### config.mk
export PLATFORM = sky130hd
export DESIGN_NAME = segment_rms_envelope_core_flat
export DESIGN_NICKNAME = d
export VERILOG_FILES = /design/src/hdl/sre_pkg.sv /design/src/hdl/sre_if.sv /design/src/hdl/segment_rms_envelope_core.sv /design/src/flat_wrapper.sv
export SDC_FILE = /design/constraint.sdc
export NUM_CORES = 2
export LEC_CHECK = 0
export BUFFER_PORTS_ARGS = -buffer_cell sky130_fd_sc_hd__buf_2
export CAP_MARGIN = 20
export CORE_ASPECT_RATIO = 0.8
export CORE_MARGIN = 3
export CORE_UTILIZATION = 65
export CTS_BUF_LIST = sky130_fd_sc_hd__clkbuf_2 sky130_fd_sc_hd__clkbuf_4 sky130_fd_sc_hd__clkbuf_8
export DETAILED_ROUTE_END_ITERATION = 10
export HOLD_SLACK_MARGIN = 0.15
export PLACE_DENSITY = 0.82
export SLEW_MARGIN = 15
export SYNTH_ARGS = -nofsm -noshare
export SYNTH_HDL_FRONTEND = slang
export SYNTH_SLANG_ARGS = --single-unit
### constraint.sdc
create_clock -name clk -period 11.8 [get_ports clk]
set_input_delay 1.18 -clock clk [delete_from_list [all_inputs] [get_ports clk]]
set_output_delay 1.18 -clock clk [all_outputs]
set_load 0.05 [all_outputs]
### src/hdl/sre_pkg.sv
`timescale 1ns / 1ps
package sre_pkg;
  localparam int BandCount = 32;
  localparam int BandW = 5;
  localparam int MaxSegment = 4096;
  localparam int SumW = 44;
  localparam int LevelW = 17;
  localparam int RawW = 19;
  localparam logic [LevelW-1:0] LevelOne = 17'd65536;
  localparam logic [1:0] RegSegLen = 2'd0;
  localparam logic [1:0] RegChanCnt = 2'd1;
  localparam logic [1:0] RegGain = 2'd2;

  typedef enum logic [6:0] {
    ST_IDLE = 7'b0000001,
    ST_DIV  = 7'b0000010,
    ST_SQRT = 7'b0000100,
    ST_GAIN = 7'b0001000,
    ST_MIX  = 7'b0010000,
    ST_SCAL = 7'b0100000,
    ST_OUT  = 7'b1000000
  } state_t;
endpackage

### src/hdl/sre_if.sv
`timescale 1ns / 1ps
interface sre_in_if;
  logic valid;
  logic ready;
  logic signed [15:0] left_sample;
  logic signed [15:0] right_sample;
  logic end_of_block;
  modport source (output valid, left_sample, right_sample, end_of_block, input ready);
  modport sink (input valid, left_sample, right_sample, end_of_block, output ready);
endinterface

interface sre_out_if;
  logic valid;
  logic ready;
  logic [4:0] band_index;
  logic [16:0] smoothed_level;
  logic [18:0] raw_level;
  modport source (output valid, band_index, smoothed_level, raw_level, input ready);
  modport sink (input valid, band_index, smoothed_level, raw_level, output ready);
endinterface

interface sre_cfg_if;
  logic valid;
  logic ready;
  logic [1:0] index;
  logic [12:0] data;
  modport source (output valid, index, data, input ready);
  modport sink (input valid, index, data, output ready);
endinterface

### src/hdl/segment_rms_envelope_core.sv
`timescale 1ns / 1ps
// segment rms envelope core
// in_ch carries one audio frame per transaction (left, right, end_of_block)
// out_ch carries one transaction per completed band segment
// cfg_ch writes segment_length (0), channel_count (1), level_gain (2)
// a frame that does not close a segment is absorbed in the idle state
// a closing frame keeps the input busy through a 46-step restoring
// divide, a load step and an 18-step square-root loop, then gain,
// smoothing, a reciprocal /10 and the result load
// the band level store is a 32-entry synchronous memory, read at close
// and written back when the result is loaded
// reset restores default registers and zeroes sum, count and band;
// band levels read as zero until first written (valid bit per band)
// out stalls hold the result; frames keep being absorbed meanwhile, and a
// new close waits in its last step until the held result is taken
module segment_rms_envelope_core (
  input logic clk,
  input logic rst_n,
  sre_in_if.sink in_ch,
  sre_out_if.source out_ch,
  sre_cfg_if.sink cfg_ch
);
  localparam int DivW = sre_pkg::SumW + 2;

  logic [12:0] seg_len_r;
  logic [1:0] chan_cnt_r;
  logic [10:0] gain_r;
  logic [sre_pkg::SumW-1:0] sum_r;
  logic [11:0] cnt_r;
  logic [5:0] band_r;
  logic [sre_pkg::BandCount-1:0] vld_r;
  logic [sre_pkg::LevelW-1:0] mem [sre_pkg::BandCount];
  logic [sre_pkg::LevelW-1:0] rd_r;
  sre_pkg::state_t st_r;

  // effective registers
  logic [12:0] seg_eff;
  logic ch2;
  always_comb begin
    seg_eff = seg_len_r;
    if (seg_len_r == 13'd0) seg_eff = 13'd1;
    else if (seg_len_r > 13'(sre_pkg::MaxSegment)) seg_eff = 13'(sre_pkg::MaxSegment);
    ch2 = chan_cnt_r[1];
  end

  assign cfg_ch.ready = 1'b1;
  always_ff @(posedge clk) begin
    if (!rst_n) begin
      seg_len_r <= 13'd64;
      chan_cnt_r <= 2'd2;
      gain_r <= 11'd896;
    end else if (cfg_ch.valid) begin
      case (cfg_ch.index)
        sre_pkg::RegSegLen: seg_len_r <= cfg_ch.data;
        sre_pkg::RegChanCnt: chan_cnt_r <= cfg_ch.data[1:0];
        sre_pkg::RegGain: gain_r <= cfg_ch.data[10:0];
        default: ;
      endcase
    end
  end

  // frame accumulate
  logic signed [31:0] sq_l, sq_r;
  logic [sre_pkg::SumW-1:0] sum_nxt;
  logic [12:0] cnt_inc;
  logic closes;
  logic in_acc;
  logic out_load;
  assign sq_l = in_ch.left_sample * in_ch.left_sample;
  assign sq_r = in_ch.right_sample * in_ch.right_sample;
  assign sum_nxt = sum_r + sre_pkg::SumW'(unsigned'(sq_l))
                 + (ch2 ? sre_pkg::SumW'(unsigned'(sq_r)) : '0);
  assign cnt_inc = {1'b0, cnt_r} + 13'd1;
  assign closes = (band_r < 6'(sre_pkg::BandCount)) && (cnt_inc >= seg_eff);
  assign in_ch.ready = (st_r == sre_pkg::ST_IDLE);
  assign in_acc = in_ch.valid && in_ch.ready;
  // result register is free or being emptied this cycle
  assign out_load = (st_r == sre_pkg::ST_OUT) && (!out_ch.valid || out_ch.ready);

  // datapath regs
  logic [DivW-1:0] num_r;     // dividend shifting, quotient builds here
  logic [DivW-1:0] rem_r;
  logic [14:0] dvs_r;
  logic [5:0] it_r;
  logic [4:0] bidx_r;
  logic [35:0] rad_r;
  logic [17:0] root_r;
  logic [36:0] srem_r;
  logic [18:0] raw_r;
  logic [sre_pkg::LevelW+4:0] mix_r;
  logic [sre_pkg::LevelW-1:0] lvl_r;

  logic [DivW:0] rem_sh;
  assign rem_sh = {rem_r, num_r[DivW-1]};
  logic [37:0] s_try;
  logic [36:0] s_sh;
  assign s_sh = {srem_r[34:0], rad_r[35:34]};
  assign s_try = {1'b0, s_sh} - {18'd0, root_r, 2'b01};

  logic [sre_pkg::LevelW-1:0] old_lvl;
  assign old_lvl = vld_r[bidx_r] ? rd_r : '0;
  // reciprocal of ten, exact over the whole 22-bit mix range
  logic [44:0] q10;
  logic [sre_pkg::LevelW+4:0] lvl_q;
  assign q10 = mix_r * 45'd6710887;
  assign lvl_q = 22'(q10 >> 26);

  always_ff @(posedge clk) begin
    if (!rst_n) begin
      st_r <= sre_pkg::ST_IDLE;
      sum_r <= '0;
      cnt_r <= '0;
      band_r <= '0;
      vld_r <= '0;
      out_ch.valid <= 1'b0;
    end else begin
      if (out_load) out_ch.valid <= 1'b1;
      else if (out_ch.valid && out_ch.ready) out_ch.valid <= 1'b0;
      case (st_r)
        sre_pkg::ST_IDLE: begin
          if (in_acc) begin
            if (band_r < 6'(sre_pkg::BandCount)) begin
              sum_r <= sum_nxt;
              cnt_r <= cnt_inc[11:0];
            end
            if (closes) begin
              num_r <= {sum_nxt, 2'b00};
              rem_r <= '0;
              dvs_r <= {1'b0, seg_eff, 1'b0} >> !ch2;
              it_r <= '0;
              bidx_r <= band_r[4:0];
              sum_r <= '0;
              cnt_r <= '0;
              band_r <= band_r + 6'd1;
              st_r <= sre_pkg::ST_DIV;
            end
            if (in_ch.end_of_block) begin
              sum_r <= '0;
              cnt_r <= '0;
              band_r <= '0;
            end
          end
        end
        sre_pkg::ST_DIV: begin
          if (rem_sh >= {{(DivW-14){1'b0}}, dvs_r}) begin
            rem_r <= DivW'(rem_sh - {{(DivW-14){1'b0}}, dvs_r});
            num_r <= {num_r[DivW-2:0], 1'b1};
          end else begin
            rem_r <= rem_sh[DivW-1:0];
            num_r <= {num_r[DivW-2:0], 1'b0};
          end
          if (it_r == 6'(DivW - 1)) begin
            it_r <= '0;
            st_r <= sre_pkg::ST_SQRT;
          end else begin
            it_r <= it_r + 6'd1;
          end
        end
        sre_pkg::ST_SQRT: begin
          if (it_r == 6'd0) begin
            // quotient saturated to 36 bits keeps sqrt >= 2^17 > clamp
            rad_r <= (|num_r[DivW-1:36]) ? '1 : num_r[35:0];
            root_r <= '0;
            srem_r <= '0;
            it_r <= 6'd1;
          end else begin
            if (!s_try[37]) begin
              srem_r <= s_try[36:0];
              root_r <= {root_r[16:0], 1'b1};
            end else begin
              srem_r <= s_sh;
              root_r <= {root_r[16:0], 1'b0};
            end
            rad_r <= {rad_r[33:0], 2'b00};
            it_r <= it_r + 6'd1;
            if (it_r == 6'd18) st_r <= sre_pkg::ST_GAIN;
          end
        end
        sre_pkg::ST_GAIN: begin
          raw_r <= 19'(((29'((root_r > 18'(sre_pkg::LevelOne)) ? 18'(sre_pkg::LevelOne)
                        : root_r) * 29'(gain_r)) + 29'd128) >> 8);
          st_r <= sre_pkg::ST_MIX;
        end
        sre_pkg::ST_MIX: begin
          if ({2'b0, raw_r} > {4'b0, old_lvl})
            mix_r <= 22'(old_lvl) * 22'd3 + 22'(raw_r) * 22'd7 + 22'd5;
          else
            mix_r <= 22'(old_lvl) * 22'd7 + 22'(raw_r) * 22'd3 + 22'd5;
          st_r <= sre_pkg::ST_SCAL;
        end
        sre_pkg::ST_SCAL: begin
          lvl_r <= (lvl_q > 22'(sre_pkg::LevelOne)) ? sre_pkg::LevelOne
                   : lvl_q[sre_pkg::LevelW-1:0];
          st_r <= sre_pkg::ST_OUT;
        end
        sre_pkg::ST_OUT: begin
          if (out_load) begin
            vld_r[bidx_r] <= 1'b1;
            out_ch.band_index <= bidx_r;
            out_ch.smoothed_level <= lvl_r;
            out_ch.raw_level <= raw_r;
            st_r <= sre_pkg::ST_IDLE;
          end
        end
        default: st_r <= sre_pkg::ST_IDLE;
      endcase
    end
  end

  // band level memory: read at close, written back at result
  always_ff @(posedge clk) begin
    if (out_load) mem[bidx_r] <= lvl_r;
    rd_r <= mem[bidx_r];
  end

  assert property (@(posedge clk) disable iff (!rst_n)
    (st_r != sre_pkg::ST_IDLE) |-> !in_ch.ready)
    else $error("frame accepted during band close");
  assert property (@(posedge clk) disable iff (!rst_n)
    (st_r == sre_pkg::ST_OUT) |=> out_ch.valid)
    else $error("result not presented");
  assert property (@(posedge clk) disable iff (!rst_n)
    out_ch.valid |-> out_ch.smoothed_level <= sre_pkg::LevelOne)
    else $error("level above one");
  assert property (@(posedge clk) disable iff (!rst_n)
    band_r <= 6'(sre_pkg::BandCount))
    else $error("band counter overran");
endmodule

### src/flat_wrapper.sv
// flat-port wrapper written by rule: the top's interface ports become plain ports
module segment_rms_envelope_core_flat 
  (clk, rst_n, in_ch_valid, in_ch_left_sample, in_ch_right_sample, in_ch_end_of_block, in_ch_ready, out_ch_valid, out_ch_band_index, out_ch_smoothed_level, out_ch_raw_level, out_ch_ready, cfg_ch_valid, cfg_ch_index, cfg_ch_data, cfg_ch_ready);
  sre_in_if in_ch_i ();
  sre_out_if out_ch_i ();
  sre_cfg_if cfg_ch_i ();
  input logic clk;
  input logic rst_n;
  input wire logic [$bits(in_ch_i.valid)-1:0] in_ch_valid;
  input wire logic [$bits(in_ch_i.left_sample)-1:0] in_ch_left_sample;
  input wire logic [$bits(in_ch_i.right_sample)-1:0] in_ch_right_sample;
  input wire logic [$bits(in_ch_i.end_of_block)-1:0] in_ch_end_of_block;
  output wire logic [$bits(in_ch_i.ready)-1:0] in_ch_ready;
  output wire logic [$bits(out_ch_i.valid)-1:0] out_ch_valid;
  output wire logic [$bits(out_ch_i.band_index)-1:0] out_ch_band_index;
  output wire logic [$bits(out_ch_i.smoothed_level)-1:0] out_ch_smoothed_level;
  output wire logic [$bits(out_ch_i.raw_level)-1:0] out_ch_raw_level;
  input wire logic [$bits(out_ch_i.ready)-1:0] out_ch_ready;
  input wire logic [$bits(cfg_ch_i.valid)-1:0] cfg_ch_valid;
  input wire logic [$bits(cfg_ch_i.index)-1:0] cfg_ch_index;
  input wire logic [$bits(cfg_ch_i.data)-1:0] cfg_ch_data;
  output wire logic [$bits(cfg_ch_i.ready)-1:0] cfg_ch_ready;
  assign in_ch_i.valid = in_ch_valid;
  assign in_ch_i.left_sample = in_ch_left_sample;
  assign in_ch_i.right_sample = in_ch_right_sample;
  assign in_ch_i.end_of_block = in_ch_end_of_block;
  assign in_ch_ready = in_ch_i.ready;
  assign out_ch_valid = out_ch_i.valid;
  assign out_ch_band_index = out_ch_i.band_index;
  assign out_ch_smoothed_level = out_ch_i.smoothed_level;
  assign out_ch_raw_level = out_ch_i.raw_level;
  assign out_ch_i.ready = out_ch_ready;
  assign cfg_ch_i.valid = cfg_ch_valid;
  assign cfg_ch_i.index = cfg_ch_index;
  assign cfg_ch_i.data = cfg_ch_data;
  assign cfg_ch_ready = cfg_ch_i.ready;
  segment_rms_envelope_core u_core (.clk(clk), .rst_n(rst_n), .in_ch(in_ch_i), .out_ch(out_ch_i), .cfg_ch(cfg_ch_i));
endmodule
== Yosys cells after proc, flatten, opt, wreduce, memory -nomap -nowiden ==
Memory sizes are Yosys's and may differ from the RTL's. A register that Yosys moved wholly into a read port is not among the register bits.
Cells that the tools add are included.
Word-level totals
  bits in registers: 434
  memory bits (writable): 544
  bits of input ports: 53
  output and inout port bits: 44
  logic and storage cells: 151
  memories kept: 1
Memory list
  u_core.mem: words 32, bits a word 17, read ports 1, clocked after memory_dff 1, write ports 1, RTL line segment_rms_envelope_core.sv:32  | logic [sre_pkg::LevelW-1:0] mem [sre_pkg::BandCount];
Operators by class
  add/sub/neg operators: 12
  $mul: 8
  magnitude comparators: 9
  equal/unequal tests: 17
  shift-type cells: 1
  muxes and demuxes: 46
  bitwise gates (word level): 1
  reduce and logical (&&, ||, !) cells: 32
Operators by type and width (count)
  $mux 46: 5
  $pmux 46 s2: 2
  $mux 44: 3
  $mux 36: 2
  $mul 16x16->32: 2
  $pmux 7 s7: 1
  $ge 47x15->1: 1
  $sub 46x15->46: 1
  $mul 22x23->45 const B: 1
  $add 22x3->22 const B: 2
  $add 44x32->44: 1
  $add 44x44->44: 1
  $mux 7: 6
  $sub 37x20->38: 1
  $mux 12: 3
  $mux 6: 6
  $mux 35: 1
  $mux 32: 1
  $or 32x32->32: 1
  $mul 29x11->27: 1
  $add 27x8->27 const B: 1
  $mux 13: 2
  $add 19x22->22: 1
  $add 20x21->22: 1
  48 further kinds: 79

== Longest topological paths before layout ==
  word-level depth: 8
  mapped depth: 42
  mapped depth without buffers: 40

== Worst setup path before layout ==
OpenSTA, ideal clock, no wires.
  path type: input to register
  from: input port in_ch_left_sample[1]
  to: register u_core.num_r[40] (data pin)
  library setup time: 267 ps
  data arrival time: 9668 ps
  data required time: 11533 ps
  slack: 1865 ps
  stages on the path: 37
  path through: clkbuf_1 clkbuf_1 nand2_1 fa_1 fa_1 inv_1 fa_1 fa_1 fa_1 inv_1 fa_1 inv_1 ha_1 a21o_1 a21oi_1 nor3b_1 nand2_1 nor3_1 o31ai_1 a21oi_1 nor2_1 o41ai_1 xor2_1 fa_1 inv_1 ha_1 and2_1 or2_2 a21o_1 a21o_1 a21oi_1 o22ai_1 a311o_1 clkbuf_1 nand4_1 xnor2_1 o21ai_0
On the way
  longest elaborated chain between the ends: 6
Ends and longest elaborated chain
  from (decl): RTL line flat_wrapper.sv:10  | input wire logic [$bits(in_ch_i.left_sample)-1:0] in_ch_left_sample;
  $mul 16x16->32: RTL line segment_rms_envelope_core.sv:69  | assign sq_l = in_ch.left_sample * in_ch.left_sample;
  $add 44x32->44: RTL line segment_rms_envelope_core.sv:71  | assign sum_nxt = sum_r + sre_pkg::SumW'(unsigned'(sq_l))
  $add 44x44->44: RTL line segment_rms_envelope_core.sv:72  | + (ch2 ? sre_pkg::SumW'(unsigned'(sq_r)) : '0);
  $mux 46: RTL line segment_rms_envelope_core.sv:126  | if (closes) begin
  $mux 46: RTL line segment_rms_envelope_core.sv:121  | if (in_acc) begin
  $pmux 46 s2: RTL line segment_rms_envelope_core.sv:119  | case (st_r)
  to (signal assigned): RTL line segment_rms_envelope_core.sv:127  | num_r <= {sum_nxt, 2'b00};
  to (signal assigned): RTL line segment_rms_envelope_core.sv:147  | num_r <= {num_r[DivW-2:0], 1'b1};
  to (signal assigned): RTL line segment_rms_envelope_core.sv:150  | num_r <= {num_r[DivW-2:0], 1'b0};
  to (decl): RTL line segment_rms_envelope_core.sv:81  | logic [DivW-1:0] num_r;
No other way between the ends. The select of a mux whose other input is x is not followed.
A chain may end at the register's enable or synchronous reset.

== Final worst setup path ==
  from: input port in_ch_right_sample[15]
  to: register u_core.num_r[40] (data pin)
On the way
  longest elaborated chain between the ends: 6
Ends and longest elaborated chain
  from (decl): RTL line flat_wrapper.sv:11  | input wire logic [$bits(in_ch_i.right_sample)-1:0] in_ch_right_sample;
  $mul 16x16->32: RTL line segment_rms_envelope_core.sv:70  | assign sq_r = in_ch.right_sample * in_ch.right_sample;
  $mux 32: RTL line segment_rms_envelope_core.sv:72
  $add 44x44->44: RTL line segment_rms_envelope_core.sv:72
  $mux 46: RTL line segment_rms_envelope_core.sv:126
  $mux 46: RTL line segment_rms_envelope_core.sv:121
  $pmux 46 s2: RTL line segment_rms_envelope_core.sv:119
No other way between the ends. The select of a mux whose other input is x is not followed.

==> flow_metrics.tcl <==
set metrics [dict create \
    cts_tree "built" \
    drv_cap 0 \
    grt_max_degree 149 \
    layout_common_cells "1349 x inv_1, 896 x fa_1, 849 x edfxtp_1" \
    synthFlopType "edfxtp_1" \
    crit_path_start "in_ch_right_sample[15]" \
    clockRootBuffer "clkbuf_8" \
    status "completed" \
    track_usage 0.295 \
    ys_types 80 \
    ctsResizeCount 0 \
    slowest_stage "fa_1" \
    cts_num_sinks 993 \
    wl_per_cell_um 20.7 \
    grt_pass1_vias 53900 \
    drive_gt1_frac 0.0920 \
    clockBufferDepth 3 \
    grt_first_pass_wirelength_um 291000 \
    antenna_found_initial 12 \
    drt-vias-per-instance 5.95 \
    clk_latency_ns 0.83 \
    boundaryPins 97 \
    synth_top_area_frac 0.324 \
    worst_ep_arrival_time_ns 10.64 \
    start_util 0.659 \
    place.port_buffers 95 \
    yosysTopAreaCell "edfxtp_1" \
    setup_viol 0 \
    firstDrtPassIters 6 \
    finalSetupTns_ns 0 \
    die_w_um 395 \
    rsz0062_at_grt "no" \
    nNetsFinal 8709 \
    drt-total-wl_um 184000 \
    worstMarginPinSlew_ns 1.17 \
    die_h_um 317 \
    synth_edf_count 849 \
    fmax_ghz 0.0989 \
    numCtsBuffers 155 \
    cp_slowest_stage_delay_ns 0.73 \
    slew_headroom 0.218 \
    gp_congestion 0.953 \
    first_iter_violations 5263 \
    hp-class "flop to flop" \
    ys_ff_latch 993 \
    netlist_instances 7053 \
    vias 53000 \
    r2r_start "u_core.root_r[1]" \
    hpwl_um 136000 \
    slew_violations 0 \
    grt_overflow_total 0 \
    worstHoldStart "u_core.vld_r[12]" \
    cp_max_fo 20 \
    yosys-top-cells-area "edfxtp_1 32%, fa_1 23%, ha_1 9.4%" \
    endpoint_kind "flop" \
    core_um2 119000 \
    syn_to_final_growth_pct 7.62 \
    worst_setup_path_start_kind "primary input" \
    synth_area_um2 78800 \
    drc 0 \
    synth_seq_area_share 0.360 \
    die-area_um2 125000 \
    synthArstFlopShare 0 \
    rows 113 \
    ant_nets 0 \
    ys_warn_count 0 \
    finClkSkew_ns 0.0583 \
    final_common_cell "inv_1" \
    postCtsSetupBuffers 0 \
    worstSetupPathType "primary input to flop" \
    worst_path_most_repeated_cell "fa_1" \
    layout_min_cycle_time_ns 10.11 \
    ctsHoldBuffers 0 \
    hold_viol_final 0 \
    cp.required_ns 12.33 \
    clkTransAtPathRegs_ns 0.07 \
    syn_area_per_cell_um2 11.2 \
    timing.final.crit_share 0.857 \
    cts_max_level 4 \
]
[metal layers]
| metal | wire length (um) | up-vias | global-route usage | part of all wire |
|---|---|---|---|---|
| met5 | 14 | - | 0 | 0.000076 |
| met4 | 4130 | 2 | 0.0762 | 0.022 |
| met3 | 19200 | 355 | 0.0625 | 0.10 |
| met2 | 85600 | 2687 | 0.460 | 0.47 |
| met1 | 75100 | 26300 | 0.429 | 0.41 |
| li1 | - | 23600 | - | - |
[kinds of logic (layout without fill, tap and decap cells)]
kind of cell	Yosys count	after routing	share of synthesized area
compound gates	799	799	0.0643
xor+xnor	254	254	0.0282
fa+ha+maj	1489	1489	0.322
buf+inv	1582	1813	0.0756
flops	993	993	0.360
mux	174	174	0.0452
other cells	2	15	0.0000954
simple gates	1760	1760	0.104
[synthesized netlist by cell type (88+ instances only)]
cell type,count
a21o_1,88
a21oi_1,253
a22oi_1,95
and2_1,117
and3_1,99
clkbuf_1,202
dfxtp_1,144
edfxtp_1,849
fa_1,896
ha_1,593
inv_1,1350
mux4_2,144
nand2_1,563
nor2_1,520
nor3_1,106
o21ai_0,159
xnor2_1,171
[worst paths after layout]
kind,to,slack (ns),depth (start not counted)
worst min register to register,u_core.vld_r[12],0.47,2
worst min-delay path,u_core.vld_r[12],0.47,2
worst max-delay path,u_core.num_r[40],1.69,33
worst max register to register,u_core.raw_r[18],3.66,26
[stage by stage]
step                      cells  utilization  hold slack [ns]  setup slack [ns]  cell area (um^2)
final                      8907        0.709            0.471              1.69             84800
after global routing       8903        0.709            0.485              1.17             84700
after CTS                  8878        0.706            0.468              1.84             84300
after detailed placement   8596        0.678            0.458             0.975             81000
after global placement     8595        0.678            0.439              1.22             81000
after floorplan            7061            -            0.424              1.87             78800
[worst max-delay path, delay by kind of cell]
kind | cells | cell delay [ns]
adder cells (fa/ha/maj) | 9 | 4.75
AO/OA/AOI/OAI | 7 | 1.58
AND/OR/NAND/NOR | 8 | 1.45
buffers and inverters | 7 | 1.19
XOR/XNOR | 2 | 0.46
[final cells by class]
type                       instances  area, um^2
antenna                            5        12.5
clock buffer                     226        2750
clock inverter                    56         588
fill                            8042       34700
inverter                        1354        5080
multi-input combinational       4486       44600
sequential                       993       28400
tap                             1610        2010
timing repair buffer             177        1320
[sequential cells by signal (all words and copies together), names as in the netlist, 13 cells and up]
| register | count |
|---|---|
| u_core.mem | 544 |
| u_core.num_r | 46 |
| u_core.rem_r | 46 |
| u_core.sum_r | 44 |
| u_core.rad_r | 36 |
| u_core.srem_r | 35 |
| u_core.vld_r | 32 |
| u_core.mix_r | 22 |
| u_core.out_ch.raw_level | 19 |
| u_core.raw_r | 19 |
| u_core.root_r | 18 |
| u_core.lvl_r | 17 |
| u_core.out_ch.smoothed_level | 17 |
| u_core.rd_r | 17 |
| u_core.dvs_r | 14 |
| u_core.seg_len_r | 13 |
Power is left out: the tool's default activity adds up to more than one toggle a clock period on the data nets, which glitch-free logic cannot reach.
